### config.mk
export PLATFORM = sky130hd
export DESIGN_NAME = windowed_rms_db_peak_counter_top
export DESIGN_NICKNAME = d
export VERILOG_FILES = /design/src/wrdb_pkg.sv /design/src/wrdb_queue.sv /design/src/wrdb_front.sv /design/src/wrdb_back.sv /design/src/windowed_rms_db_peak_counter_top.sv
export SDC_FILE = /design/constraint.sdc
export NUM_CORES = 2
export LEC_CHECK = 0
export BUFFER_PORTS_ARGS = -buffer_cell sky130_fd_sc_hd__buf_4
export CAP_MARGIN = 0
export CORE_ASPECT_RATIO = 0.5
export CORE_MARGIN = 10
export CORE_UTILIZATION = 56
export DETAILED_ROUTE_END_ITERATION = 6
export GPL_ROUTABILITY_DRIVEN = 0
export MAX_ROUTING_LAYER = met4
export PLACE_DENSITY = 0.72
export SYNTH_ARGS = -nofsm -noshare
export SYNTH_HDL_FRONTEND = slang
export SYNTH_SLANG_ARGS = --single-unit
export TNS_END_PERCENT = 50
### constraint.sdc
create_clock -name clk -period 10.7 [get_ports clk]
set_clock_uncertainty 0.15 [all_clocks]
set_input_delay 1.605 -clock clk [delete_from_list [all_inputs] [get_ports clk]]
set_output_delay 1.605 -clock clk [all_outputs]
set_load 0.005 [all_outputs]
### src/wrdb_pkg.sv
// Shared constants, types and the fractional-decade table for the windowed RMS dB meter.
package wrdb_pkg;

	localparam int MAX_WINDOW_LENGTH_DEF = 1024;

	localparam int WL_W  = 11;
	localparam int WPF_W = 8;
	localparam int DB_W  = 8;
	localparam int CNT_W = 8;
	localparam int SAMPLE_W = 16;
	localparam int SQ_W  = 31;
	localparam int TP_W  = 20;
	localparam int FRAC_SHIFT = 16;

	localparam int CFG_IDX_W = 2;
	localparam int CFG_DATA_W = 11;

	localparam logic [CFG_IDX_W-1:0] REG_WINDOW_LENGTH     = 2'd0;
	localparam logic [CFG_IDX_W-1:0] REG_WINDOWS_PER_FRAME = 2'd1;
	localparam logic [CFG_IDX_W-1:0] REG_PEAK_THRESHOLD_DB = 2'd2;

	localparam logic [WL_W-1:0]         WINDOW_LENGTH_RST     = 11'd200;
	localparam logic [WPF_W-1:0]        WINDOWS_PER_FRAME_RST = 8'd80;
	localparam logic signed [DB_W-1:0]  PEAK_THRESHOLD_RST    = 8'sd75;

	localparam logic signed [DB_W-1:0] LEVEL_FLOOR = -8'sd24;
	localparam logic signed [DB_W-1:0] LEVEL_CEIL  = 8'sd90;
	localparam logic [DB_W-1:0] M_CEIL  = 8'd90;
	localparam logic [DB_W-1:0] M_FLOOR = 8'd24;
	localparam logic [DB_W-1:0] DECADE_STEP = 8'd10;
	localparam logic [CNT_W-1:0] CNT_MAX = 8'd255;

	localparam int QUEUE_DEPTH = 4;
	localparam int QUEUE_PTR_W = $clog2(QUEUE_DEPTH);
	localparam int QUEUE_CNT_W = $clog2(QUEUE_DEPTH + 1);

	localparam logic [3:0] FRAC_LAST = 4'd9;

	typedef struct packed {
		logic [WPF_W-1:0]        windows_per_frame;
		logic signed [DB_W-1:0]  peak_threshold_db;
	} wrdb_frame_cfg_t;

	// round(10^(i/10) * 2^16)
	function automatic logic [TP_W-1:0] tenth_pow(input logic [3:0] i);
		logic [TP_W-1:0] c;
		unique case (i)
			4'd0: c = 20'd65536;
			4'd1: c = 20'd82505;
			4'd2: c = 20'd103868;
			4'd3: c = 20'd130762;
			4'd4: c = 20'd164619;
			4'd5: c = 20'd207243;
			4'd6: c = 20'd260904;
			4'd7: c = 20'd328458;
			4'd8: c = 20'd413504;
			4'd9: c = 20'd520571;
			default: c = 20'd65536;
		endcase
		return c;
	endfunction

endpackage

### src/wrdb_queue.sv
// Short FIFO of finished window sums between the accumulator and the log unit.
module wrdb_queue #(
	parameter int WIDTH = 52
) (
	input  logic                              clk,
	input  logic                              arst_n,
	input  logic                              push,
	input  logic [WIDTH-1:0]                  push_data,
	input  logic                              pop,
	output logic                              head_valid,
	output logic [WIDTH-1:0]                  head_data,
	output logic [wrdb_pkg::QUEUE_CNT_W-1:0]  count
);
	import wrdb_pkg::*;

	logic [WIDTH-1:0]       entry_q [QUEUE_DEPTH];
	logic [QUEUE_PTR_W-1:0] wr_ptr_q;
	logic [QUEUE_PTR_W-1:0] rd_ptr_q;
	logic [QUEUE_CNT_W-1:0] count_q;
	logic                   do_pop;

	assign head_valid = count_q != '0;
	assign head_data  = entry_q[rd_ptr_q];
	assign count      = count_q;
	assign do_pop     = pop && head_valid;

	always_ff @(posedge clk) begin
		if (push) begin
			entry_q[wr_ptr_q] <= push_data;
		end
	end

	always_ff @(posedge clk or negedge arst_n) begin
		if (!arst_n) begin
			wr_ptr_q <= '0;
			rd_ptr_q <= '0;
			count_q  <= '0;
		end else begin
			if (push) begin
				wr_ptr_q <= wr_ptr_q + 1'b1;
			end
			if (do_pop) begin
				rd_ptr_q <= rd_ptr_q + 1'b1;
			end
			unique case ({push, do_pop})
				2'b10:   count_q <= count_q + 1'b1;
				2'b01:   count_q <= count_q - 1'b1;
				default: count_q <= count_q;
			endcase
		end
	end

endmodule

### src/wrdb_front.sv
// Sample intake: square each sample, accumulate over a window, hand off window sums.
module wrdb_front #(
	parameter int MAX_WINDOW_LENGTH = wrdb_pkg::MAX_WINDOW_LENGTH_DEF,
	parameter int LEN_W = $clog2(MAX_WINDOW_LENGTH + 1),
	parameter int SUM_W = wrdb_pkg::SQ_W - 1 + LEN_W
) (
	input  logic                                clk,
	input  logic                                arst_n,
	input  logic                                in_valid,
	output logic                                in_ready,
	input  logic signed [wrdb_pkg::SAMPLE_W-1:0] sample,
	input  logic [wrdb_pkg::WL_W-1:0]           window_length,
	input  logic [wrdb_pkg::QUEUE_CNT_W-1:0]    q_count,
	output logic                                push,
	output logic [SUM_W-1:0]                    push_sum,
	output logic [LEN_W-1:0]                    push_len
);
	import wrdb_pkg::*;

	logic                    v_s1;
	logic [SQ_W-1:0]         sq_s1;
	logic [SUM_W-1:0]        sum_q;
	logic [LEN_W-1:0]        idx_q;
	logic signed [2*SAMPLE_W-1:0] prod;
	logic [SUM_W-1:0]        sum_next;
	logic [LEN_W-1:0]        idx_next;
	logic [LEN_W-1:0]        len_eff;
	logic                    accept;
	logic                    window_done;

	// hold off intake while every in-flight beat could still need a queue slot
	assign in_ready = (QUEUE_CNT_W'(q_count) + QUEUE_CNT_W'(v_s1)) < QUEUE_CNT_W'(QUEUE_DEPTH);
	assign accept   = in_valid && in_ready;
	assign prod     = sample * sample;

	always_comb begin
		if (window_length == '0) begin
			len_eff = LEN_W'(1);
		end else if (32'(window_length) > 32'(MAX_WINDOW_LENGTH)) begin
			len_eff = LEN_W'(MAX_WINDOW_LENGTH);
		end else begin
			len_eff = LEN_W'(window_length);
		end
	end

	assign sum_next    = sum_q + SUM_W'(sq_s1);
	assign idx_next    = idx_q + 1'b1;
	assign window_done = v_s1 && (idx_next >= len_eff);

	assign push     = window_done;
	assign push_sum = sum_next;
	assign push_len = len_eff;

	always_ff @(posedge clk) begin
		if (accept) begin
			sq_s1 <= prod[SQ_W-1:0];
		end
	end

	always_ff @(posedge clk or negedge arst_n) begin
		if (!arst_n) begin
			v_s1  <= 1'b0;
			sum_q <= '0;
			idx_q <= '0;
		end else begin
			v_s1 <= accept;
			if (v_s1) begin
				if (window_done) begin
					sum_q <= '0;
					idx_q <= '0;
				end else begin
					sum_q <= sum_next;
					idx_q <= idx_next;
				end
			end
		end
	end

endmodule

### src/wrdb_back.sv
// Window level unit: iterative decade/tenth log search, peak counting and result register.
module wrdb_back #(
	parameter int MAX_WINDOW_LENGTH = wrdb_pkg::MAX_WINDOW_LENGTH_DEF,
	parameter int LEN_W = $clog2(MAX_WINDOW_LENGTH + 1),
	parameter int SUM_W = wrdb_pkg::SQ_W - 1 + LEN_W
) (
	input  logic                               clk,
	input  logic                               arst_n,
	input  logic                               head_valid,
	input  logic [SUM_W-1:0]                   head_sum,
	input  logic [LEN_W-1:0]                   head_len,
	output logic                               pop,
	input  wrdb_pkg::wrdb_frame_cfg_t          frame_cfg,
	output logic                               out_valid,
	input  logic                               out_ready,
	output logic signed [wrdb_pkg::DB_W-1:0]   level_db,
	output logic [wrdb_pkg::CNT_W-1:0]         peak_count,
	output logic                               frame_end
);
	import wrdb_pkg::*;

	localparam int HALF   = (SUM_W + 1) / 2;
	localparam int HI_W   = SUM_W - HALF;
	localparam int PROD_W = SUM_W + TP_W;
	localparam int Z_W    = SUM_W + FRAC_SHIFT;
	localparam int T10_W  = SUM_W + 4;

	localparam logic [2:0] ST_IDLE   = 3'd0;
	localparam logic [2:0] ST_DECADE = 3'd1;
	localparam logic [2:0] ST_MUL_LO = 3'd2;
	localparam logic [2:0] ST_MUL_HI = 3'd3;
	localparam logic [2:0] ST_CMP    = 3'd4;
	localparam logic [2:0] ST_DONE   = 3'd5;

	logic [2:0]              state_q;
	logic [SUM_W-1:0]        big_q;
	logic [SUM_W-1:0]        t_q;
	logic [DB_W-1:0]         m_q;
	logic [3:0]              i_q;
	logic                    ge_q;
	logic                    zero_q;
	logic [HALF+TP_W-1:0]    lo_q;
	logic [HI_W+TP_W-1:0]    hi_q;

	logic [WPF_W-1:0]        wi_q;
	logic [CNT_W-1:0]        cnt_q;
	logic                    prev_loud_q;

	logic                    out_valid_q;
	logic signed [DB_W-1:0]  level_q;
	logic [CNT_W-1:0]        peak_q;
	logic                    frame_end_q;

	logic [T10_W-1:0]        t10;
	logic [TP_W-1:0]         tp;
	logic [PROD_W-1:0]       prod;
	logic [PROD_W-1:0]       z;
	logic                    head_ge;
	logic                    out_free;
	logic signed [DB_W-1:0]  level;
	logic                    loud;
	logic [CNT_W-1:0]        cnt_new;
	logic [WPF_W-1:0]        wi_next;
	logic [WPF_W-1:0]        wpf_eff;
	logic                    last;

	assign head_ge  = head_sum >= SUM_W'(head_len);
	assign pop      = (state_q == ST_IDLE) && head_valid;
	assign out_free = !out_valid_q || out_ready;

	assign t10  = (T10_W'(t_q) << 3) + (T10_W'(t_q) << 1);
	assign tp   = tenth_pow(i_q);
	assign prod = (PROD_W'(hi_q) << HALF) + PROD_W'(lo_q);
	assign z    = PROD_W'({big_q, FRAC_SHIFT'(0)});

	always_comb begin
		if (zero_q) begin
			level = LEVEL_FLOOR;
		end else if (ge_q) begin
			level = (m_q > M_CEIL) ? LEVEL_CEIL : $signed(m_q);
		end else begin
			level = (m_q > M_FLOOR) ? LEVEL_FLOOR : (DB_W'(0) - $signed(m_q));
		end
	end

	assign loud    = level >= frame_cfg.peak_threshold_db;
	assign cnt_new = (loud && !prev_loud_q && (cnt_q != CNT_MAX)) ? cnt_q + 1'b1 : cnt_q;
	assign wpf_eff = (frame_cfg.windows_per_frame == '0) ? WPF_W'(1)
		: frame_cfg.windows_per_frame;
	assign wi_next = wi_q + 1'b1;
	assign last    = wi_next >= wpf_eff;

	always_ff @(posedge clk) begin
		unique case (state_q)
			ST_IDLE: begin
				if (head_valid) begin
					big_q  <= head_ge ? head_sum : SUM_W'(head_len);
					t_q    <= head_ge ? SUM_W'(head_len) : head_sum;
					ge_q   <= head_ge;
					zero_q <= head_sum == '0;
					m_q    <= '0;
				end
			end
			ST_DECADE: begin
				if (t10 <= T10_W'(big_q)) begin
					t_q <= t10[SUM_W-1:0];
					m_q <= m_q + DECADE_STEP;
				end else begin
					i_q <= 4'd1;
				end
			end
			ST_MUL_LO: begin
				lo_q <= (HALF+TP_W)'(t_q[HALF-1:0]) * (HALF+TP_W)'(tp);
			end
			ST_MUL_HI: begin
				hi_q <= (HI_W+TP_W)'(t_q[SUM_W-1:HALF]) * (HI_W+TP_W)'(tp);
			end
			ST_CMP: begin
				if (prod <= z) begin
					if (i_q == FRAC_LAST) begin
						m_q <= m_q + DB_W'(FRAC_LAST);
					end else begin
						i_q <= i_q + 1'b1;
					end
				end else begin
					m_q <= m_q + DB_W'(i_q - 1'b1);
				end
			end
			default: begin
			end
		endcase
		if (state_q == ST_DONE && out_free) begin
			level_q     <= level;
			peak_q      <= cnt_new;
			frame_end_q <= last;
		end
	end

	always_ff @(posedge clk or negedge arst_n) begin
		if (!arst_n) begin
			state_q     <= ST_IDLE;
			out_valid_q <= 1'b0;
			wi_q        <= '0;
			cnt_q       <= '0;
			prev_loud_q <= 1'b0;
		end else begin
			if (out_valid_q && out_ready) begin
				out_valid_q <= 1'b0;
			end
			unique case (state_q)
				ST_IDLE: begin
					if (head_valid) begin
						state_q <= (head_sum == '0) ? ST_DONE : ST_DECADE;
					end
				end
				ST_DECADE: begin
					if (t10 > T10_W'(big_q)) begin
						state_q <= ST_MUL_LO;
					end
				end
				ST_MUL_LO: state_q <= ST_MUL_HI;
				ST_MUL_HI: state_q <= ST_CMP;
				ST_CMP: begin
					if (prod <= z && i_q != FRAC_LAST) begin
						state_q <= ST_MUL_LO;
					end else begin
						state_q <= ST_DONE;
					end
				end
				ST_DONE: begin
					if (out_free) begin
						out_valid_q <= 1'b1;
						state_q     <= ST_IDLE;
						if (last) begin
							wi_q        <= '0;
							cnt_q       <= '0;
							prev_loud_q <= 1'b0;
						end else begin
							wi_q        <= wi_next;
							cnt_q       <= cnt_new;
							prev_loud_q <= loud;
						end
					end
				end
				default: state_q <= ST_IDLE;
			endcase
		end
	end

	assign out_valid  = out_valid_q;
	assign level_db   = level_q;
	assign peak_count = peak_q;
	assign frame_end  = frame_end_q;

endmodule

### src/windowed_rms_db_peak_counter_top.sv
// Top level of the windowed RMS dB level meter with rising-threshold peak counter.
// Samples enter at one beat per clock while in_ready is high; a 16x16 squarer and an
// accumulator close a window after window_length samples and place its sum in a
// four-entry queue. A shared log unit turns each window sum into a dB level by a decade
// search, then tenth steps of low-half multiply, high-half multiply and compare (zero
// energy skips both), then one result beat is offered through an output register.
// Windows shorter than the log time fill the queue and stall intake until the log unit
// catches up; longer windows sustain one sample per cycle while results are taken.
module windowed_rms_db_peak_counter_top #(
	parameter int MAX_WINDOW_LENGTH = wrdb_pkg::MAX_WINDOW_LENGTH_DEF
) (
	input  logic                                   clk,
	input  logic                                   arst_n,
	input  logic                                   cfg_valid,
	output logic                                   cfg_ready,
	input  logic [wrdb_pkg::CFG_IDX_W-1:0]         cfg_index,
	input  logic [wrdb_pkg::CFG_DATA_W-1:0]        cfg_data,
	input  logic                                   in_valid,
	output logic                                   in_ready,
	input  logic signed [wrdb_pkg::SAMPLE_W-1:0]   sample,
	output logic                                   out_valid,
	input  logic                                   out_ready,
	output logic signed [wrdb_pkg::DB_W-1:0]       level_db,
	output logic [wrdb_pkg::CNT_W-1:0]             peak_count,
	output logic                                   frame_end
);
	import wrdb_pkg::*;

	localparam int LEN_W = $clog2(MAX_WINDOW_LENGTH + 1);
	localparam int SUM_W = SQ_W - 1 + LEN_W;

	logic [WL_W-1:0]         wl_q;
	logic [WPF_W-1:0]        wpf_q;
	logic signed [DB_W-1:0]  thr_q;
	wrdb_frame_cfg_t         frame_cfg;

	logic                    push;
	logic [SUM_W-1:0]        push_sum;
	logic [LEN_W-1:0]        push_len;
	logic                    pop;
	logic                    head_valid;
	logic [SUM_W+LEN_W-1:0]  head_data;
	logic [QUEUE_CNT_W-1:0]  q_count;

	assign cfg_ready = 1'b1;

	always_ff @(posedge clk or negedge arst_n) begin
		if (!arst_n) begin
			wl_q  <= WINDOW_LENGTH_RST;
			wpf_q <= WINDOWS_PER_FRAME_RST;
			thr_q <= PEAK_THRESHOLD_RST;
		end else if (cfg_valid) begin
			unique case (cfg_index)
				REG_WINDOW_LENGTH:     wl_q  <= cfg_data[WL_W-1:0];
				REG_WINDOWS_PER_FRAME: wpf_q <= cfg_data[WPF_W-1:0];
				REG_PEAK_THRESHOLD_DB: thr_q <= $signed(cfg_data[DB_W-1:0]);
				default: begin
				end
			endcase
		end
	end

	assign frame_cfg.windows_per_frame = wpf_q;
	assign frame_cfg.peak_threshold_db = thr_q;

	wrdb_front #(
		.MAX_WINDOW_LENGTH(MAX_WINDOW_LENGTH),
		.LEN_W(LEN_W),
		.SUM_W(SUM_W)
	) u_front (
		.clk(clk),
		.arst_n(arst_n),
		.in_valid(in_valid),
		.in_ready(in_ready),
		.sample(sample),
		.window_length(wl_q),
		.q_count(q_count),
		.push(push),
		.push_sum(push_sum),
		.push_len(push_len)
	);

	wrdb_queue #(
		.WIDTH(SUM_W + LEN_W)
	) u_queue (
		.clk(clk),
		.arst_n(arst_n),
		.push(push),
		.push_data({push_sum, push_len}),
		.pop(pop),
		.head_valid(head_valid),
		.head_data(head_data),
		.count(q_count)
	);

	wrdb_back #(
		.MAX_WINDOW_LENGTH(MAX_WINDOW_LENGTH),
		.LEN_W(LEN_W),
		.SUM_W(SUM_W)
	) u_back (
		.clk(clk),
		.arst_n(arst_n),
		.head_valid(head_valid),
		.head_sum(head_data[SUM_W+LEN_W-1:LEN_W]),
		.head_len(head_data[LEN_W-1:0]),
		.pop(pop),
		.frame_cfg(frame_cfg),
		.out_valid(out_valid),
		.out_ready(out_ready),
		.level_db(level_db),
		.peak_count(peak_count),
		.frame_end(frame_end)
	);

`ifndef SYNTHESIS
	a_queue_bound: assert property (@(posedge clk) disable iff (!arst_n)
		q_count <= QUEUE_CNT_W'(QUEUE_DEPTH))
		else $error("window queue over capacity");

	a_no_push_full: assert property (@(posedge clk) disable iff (!arst_n)
		push |-> (q_count < QUEUE_CNT_W'(QUEUE_DEPTH)))
		else $error("window sum pushed into a full queue");

	a_level_range: assert property (@(posedge clk) disable iff (!arst_n)
		out_valid |-> (level_db >= LEVEL_FLOOR && level_db <= LEVEL_CEIL))
		else $error("level outside saturation range");

	a_pop_only_valid: assert property (@(posedge clk) disable iff (!arst_n)
		pop |-> head_valid)
		else $error("log unit took an empty queue head");
`endif

endmodule
# After elaboration in Yosys (flattened, before gate mapping)
# Memory sizes are Yosys's and may differ from the RTL's. A register that Yosys moved wholly into a read port is not among the register bits.
# Index checks and enable logic that the tools add are counted.
dict set report totals {
  register_bits 333
  latch_bits 0
  ram_bits 208
  romBits 304
  inputBits 34
  output_inout_bits 20
  word_cells 151
  n_memories 2
}
# memory depth word_bits rd rd_ports_with_merged_regs write_ports line_no
set mem_list {}
lappend mem_list {{(name not given)} 16 19 1 1 0 wrdb_pkg.sv:47} ;# unique case (i)
lappend mem_list {u_queue.entry_q 4 52 1 0 1 wrdb_queue.sv:16} ;# logic [WIDTH-1:0] entry_q [QUEUE_DEPTH];
dict set report classes {
  n_addsub 17
  multipliers 3
  div_mod_pow 0
  magnitude_cmp 11
  n_eq_ne 20
  shift 0
  mux 40
  n_bitwise 0
  reduce_logical 31
}
# cell count
set ops {}
lappend ops {{$mux 41} 4}
lappend ops {{$mux 8} 12}
lappend ops {{$pmux 41 s2} 1}
lappend ops {{$add 61x41->61} 1}
lappend ops {{$le 61x57->1} 1}
lappend ops {{$add 44x42->45} 1}
lappend ops {{$gt 45x41->1} 1}
lappend ops {{$le 45x41->1} 1}
lappend ops {{$mux 11} 4}
lappend ops {{$add 41x31->41} 1}
lappend ops {{$ge 41x11->1} 1}
lappend ops {{$logic_not 41->1} 1}
lappend ops {{$mul 21x20->41} 1}
lappend ops {{$mul 20x20->40} 1}
lappend ops {{$mul 16x16->31} 1}
lappend ops {{$pmux 8 s3} 1}
lappend ops {{$pmux 3 s6} 1}
lappend ops {{$add 8x1->8 const B} 2}
lappend ops {{$add 8x4->8 const B} 2}
lappend ops {{$ge 8x8->1} 2}
lappend ops {{$mux 4} 4}
lappend ops {{$mux 3} 5}
lappend ops {{$add 11x1->11 const B} 1}
lappend ops {{$ge 11x11->1} 1}
lappend ops {{other kinds (38)} 71}

# Logic depth before layout (Yosys ltp)
dict set report depth {
  depth_word 9
  depth_mapped 33
  ltp_nobuf 33
}

# By module
# Synthesis repeated with hierarchy kept, for this count alone.
dict set report unflattened {
  cells_unflattened 6565
  hier_area_um2 65673.0
}
# module n_inst cells_per_inst area_each_um2
set modules_own_cells {}
lappend modules_own_cells {wrdb_back 1 4647 42497.0}
lappend modules_own_cells {wrdb_front 1 1550 14148.6}
lappend modules_own_cells {wrdb_queue 1 308 7972.6}
lappend modules_own_cells {windowed_rms_db_peak_counter_top 1 60 1054.8}

# Worst setup path after synthesis
# No wires, ideal clock.
dict set report synth_timing {
  kind {input port to flip-flop}
  from {input sample[1] (netlist bit)}
  to {register u_front.sq_s1[29] (data pin)}
  setup_ps 258
  arrival_ps 7611
  required_time_ps 10292
  slack_ps 2681
  cell_stages 27
  path_cell_list {clkbuf_1 -> clkbuf_1 -> nand2_1 -> fa_1 -> inv_1 -> fa_1 -> inv_1 -> fa_1 -> inv_1 -> fa_1 -> inv_1 -> fa_1 -> inv_1 -> fa_1 -> ha_1 -> and2_1 -> nand3_1 -> nand2_1 -> a41oi_1 -> a311o_1 -> o2111ai_1 -> a311o_1 -> a21o_1 -> a21o_1 -> a21o_1 -> a21oi_1 -> xnor2_1}
}
dict set report synth_between {
  elab_chain_cells 1
}
# element line_no
set synth_lines {}
lappend synth_lines {{from (decl)} windowed_rms_db_peak_counter_top.sv:20} ;# input logic signed [wrdb_pkg::SAMPLE_W-1:0] sample,
lappend synth_lines {{$mul 16x16->31} wrdb_front.sv:34} ;# assign prod = sample * sample;
lappend synth_lines {{via u_front.prod[29]} wrdb_front.sv:24} ;# logic signed [2*SAMPLE_W-1:0] prod;
lappend synth_lines {{to (signal assigned)} wrdb_front.sv:56} ;# sq_s1 <= prod[SQ_W-1:0];
lappend synth_lines {{to (decl)} wrdb_front.sv:21} ;# logic [SQ_W-1:0] sq_s1;
# The timed path passes the listed nets, and every way through them passes these cells.
# A chain may end at the register's enable or synchronous reset.

# Final worst setup path
dict set report layout_timing {
  from {register u_back.t_q[10]}
  to {register u_back.lo_q[40] (data pin)}
}
dict set report layout_between {
  elab_chain_cells 1
}
# element line_no
set layout_lines {}
lappend layout_lines {{from (decl)} wrdb_back.sv:37} ;# logic [SUM_W-1:0] t_q;
lappend layout_lines {{from (signal assigned)} wrdb_back.sv:98} ;# t_q <= head_ge ? SUM_W'(head_len) : head_sum;
lappend layout_lines {{from (signal assigned)} wrdb_back.sv:106} ;# t_q <= t10[SUM_W-1:0];
lappend layout_lines {{$mul 21x20->41} wrdb_back.sv:113} ;# lo_q <= (HALF+TP_W)'(t_q[HALF-1:0]) * (HALF+TP_W)'(tp);
lappend layout_lines {{to (signal assigned)} wrdb_back.sv:113}
lappend layout_lines {{to (decl)} wrdb_back.sv:42} ;# logic [HALF+TP_W-1:0] lo_q;
# Every way passes these cells.

==> results.toml <==
[placement]
place_hpwl_um = 126000
port_buffers = 52
dp.cells = 7689

[floorplan]
floorplan.initialDensity = 0.567
io_pins = 54
dieHeight_um = 259
core_um2 = 113000
die-area_um2 = 129000
row_count = 87
die_w_um = 499

[synthesis]
synthAdderAreaFrac = 0.395
synth_top_family_by_area = "adder cells"
synth_xor_area_frac = 0.0352
synthArstFlopShare = 0.193
yosys.area_share.simple = 0.128
syn_area_um2 = 64200
ys.flop_type = "edfxtp_1"
synth_fp_nets = 7815
ys_types = 96
yosysWarnings = 0
yosys-mux-area-fraction = 0.0283
yosysSeqAreaShare = 0.250
synth_compound_area_frac = 0.0818
synthCells = 6271
synth-edff-count = 432
ys_ff_latch = 559
avgSynthCellArea_um2 = 10.2

[grt]
grt-ovfl-total = 0
antenna_found_initial = 7
grt_pass1_wl_um = 259000
grt_most_used_layer = "met2"
grt_max_degree = 56
track_usage = 0.257
met3_usage = 0.0489
grt_pass1_vias = 47400
use_met2 = 0.392
gr-usage-met1 = 0.349

[sta]
drv_slew = 0
clock.fmax_mhz = 107
finalSetupViolCount = 0
rsz0062_at_grt = "no"
worst_slew_pin_slew_ns = 1.23
period_share = 0.869
period_minus_slack_ns = 9.30
hold_viol = 0
slew_headroom = 0.160
fin_setup_tns_ns = 0

[route]
dr.pass1.iters = 6
vias_per_cell = 5.77
routedWlPerCell_um = 20.6
wl_um = 161000
ant_nets = 0
route.vias.total = 45000
drc = 0
dr.first_iter.drc_count = 3862

[worst_setup_path]
crit_top_cell = "fa_1"
r2r_start = "u_back.t_q[10]"
crit_type = "reg2reg"
ff2ff_setup_slack_ns = 1.40
crit_family = "adder cells"
crit_arrival_ns = 9.53
slowest_stage = "a2111oi_0"
critPathCaptureType = "register"
critPathMaxFanout = 11
start_kind = "register"
cp_slowest_stage_delay_ns = 1.11
path_buf_inv = 4
crit_chain = "buf_4, nand2_1, fa_1, fa_1, inv_1, fa_1, fa_1, inv_1, fa_1, inv_1, fa_1, fa_1, ha_1, a21oi_1, o21ai_0, o2111ai_1, o21ai_0, a31oi_1, a2111oi_0, nor2_1, o31ai_1, a21o_1, a21oi_1, xnor2_1"
r2r_cells = 24
required_ns = 10.93
timing.rr.end = "u_back.lo_q[40]"

[outcome]
outcome = "completed"

[min_path]
min_path_type = "reg2reg"
hold_depth = 1
min_delay_worst_endpoint = "u_front.sum_q[6]"
min-delay-start = "u_front.sum_q[6]"

[finish]
fillers = 9133
final_common_cell = "inv_1"
drive_above_1_share = 0.0624
layoutNonFillerInstCount = 7798
layout_common_cells = "1162 x inv_1, 860 x fa_1, 687 x nand2_1, 650 x ha_1, 436 x and2_1"
area_growth_pct = 6.21
fin_nets = 7778

[cts]
clock_path_buffers = 3
htree_levels = 2
cts_tree = "built"
cts_sinks = 559
cts_resized = 0
post_cts_buffers = 0
cts_root_buf = "clkbuf_16"
clkLatencyLatePin_ns = 0.65
cts-buffers-inserted = 56
clkTransAtPathRegs_ns = 0.07
cts_hold_buf = 0

[run]
maxCapViolCount = 0
==> cell usage after synthesis, types with 21 or more instances <==
cell          n  area (µm²)
nor2b_1      32         200
o21bai_1     22         165
o211ai_1     21         158
edfxtp_1    432       13000
ha_1        650        8130
mux2_2       41         462
and2_1      435        2720
xor2_1       83         727
o21a_1       34         255
nand3_1      74         370
inv_1      1162        4360
nor3_1       52         260
xnor2_1     175        1530
a211oi_1     24         180
dfrtp_1      99        2480
a21oi_1     192         961
nand4_1      34         213
fa_1        860       17200
nand2b_1     62         388
o21ai_0     129         646
and3_1       35         219
a31oi_1      30         188
a21o_1      124         931
clkbuf_1    217         815
mux4_2       52        1170
nand2_1     687        2580
o2bb2ai_1    30         263
nor4_1       25         156
o31ai_1      28         210
nor2_1      160         601
==> layout make-up <==
cell class,instances,area (µm²),area share
well taps,1513,1890,0.0278
multi-input cells,4314,42900,0.629
clock buffers,68,1530,0.0224
inverters,1164,4370,0.0641
repair buffers,139,1040,0.0153
clock inverters,38,389,0.00571
diodes,3,7.51,0.000110
flip-flops and latches,559,16100,0.236
==> per-layer routing <==
layer / share of wire / vias to the layer above
met2: 0.45 / 1874
met4: 0.033 / 0
met1: 0.43 / 22500
met5: 0 / -
li1: - / 20300
met3: 0.094 / 300
==> worst reg2reg max path: stages, from the launching register on <==
cell	delay (ns)
edfxtp_1	0.94
buf_4	0.33
nand2_1	0.11
fa_1	0.56
fa_1	0.52
inv_1	0.05
fa_1	0.40
fa_1	0.56
inv_1	0.06
fa_1	0.53
inv_1	0.05
fa_1	0.50
fa_1	0.42
ha_1	0.38
a21oi_1	0.09
o21ai_0	0.55
o2111ai_1	0.18
o21ai_0	0.37
a31oi_1	0.31
a2111oi_0	1.11
nor2_1	0.12
o31ai_1	0.39
a21o_1	0.17
a21oi_1	0.07
xnor2_1	0.12
==> flip-flops by register name, summed over array words and instances (netlist names), 2 cells and up <==
register	cells
u_queue.entry_q	208
u_back.big_q	41
u_back.lo_q	41
u_back.t_q	41
u_front.sum_q	41
u_back.hi_q	40
u_front.sq_s1	30
u_back.tp	19
u_front.idx_q	11
wl_q	11
thr_q	8
u_back.cnt_q	8
u_back.level_db	8
u_back.m_q	8
u_back.peak_count	8
u_back.wi_q	8
wpf_q	8
u_back.i_q	4
u_back.state_q	3
u_queue.count	3
u_queue.rd_ptr_q	2
u_queue.wr_ptr_q	2
==> cell families after synthesis <==
kind of cell,after synthesis
compound gates,774
xor+xnor,258
fa+ha+maj,1510
buf+inv,1398
flops,559
mux,110
other cells,1
simple gates,1661
==> worst max-delay path by stage <==
stage | slack (ns) | end | start | depth (start not counted)
after floorplan | 2.68 | u_front.sq_s1[29] | sample[1] | 27
after global placement | 1.89 | u_back.lo_q[40] | u_back.t_q[10] | 24
after detailed placement | 1.73 | u_back.lo_q[40] | u_back.t_q[10] | 24
after CTS | 1.73 | u_back.lo_q[40] | u_back.t_q[10] | 24
after global routing | 1.01 | u_back.lo_q[40] | u_back.t_q[10] | 24
final | 1.40 | u_back.lo_q[40] | u_back.t_q[10] | 24
==> metrics by stage <==
stage	instance area (µm²)	hold slack [ns]	setup slack, ns	util
floorplan	64200	0.300	2.68	-
global placement	66300	0.326	1.89	0.585
detailed placement	66300	0.330	1.73	0.585
CTS	68200	0.353	1.73	0.602
global route	68200	0.364	1.01	0.602
finish	68200	0.348	1.40	0.602
Power is not shown: default switching activity piles up to over one toggle a cycle in this logic, so the estimate is an artifact.
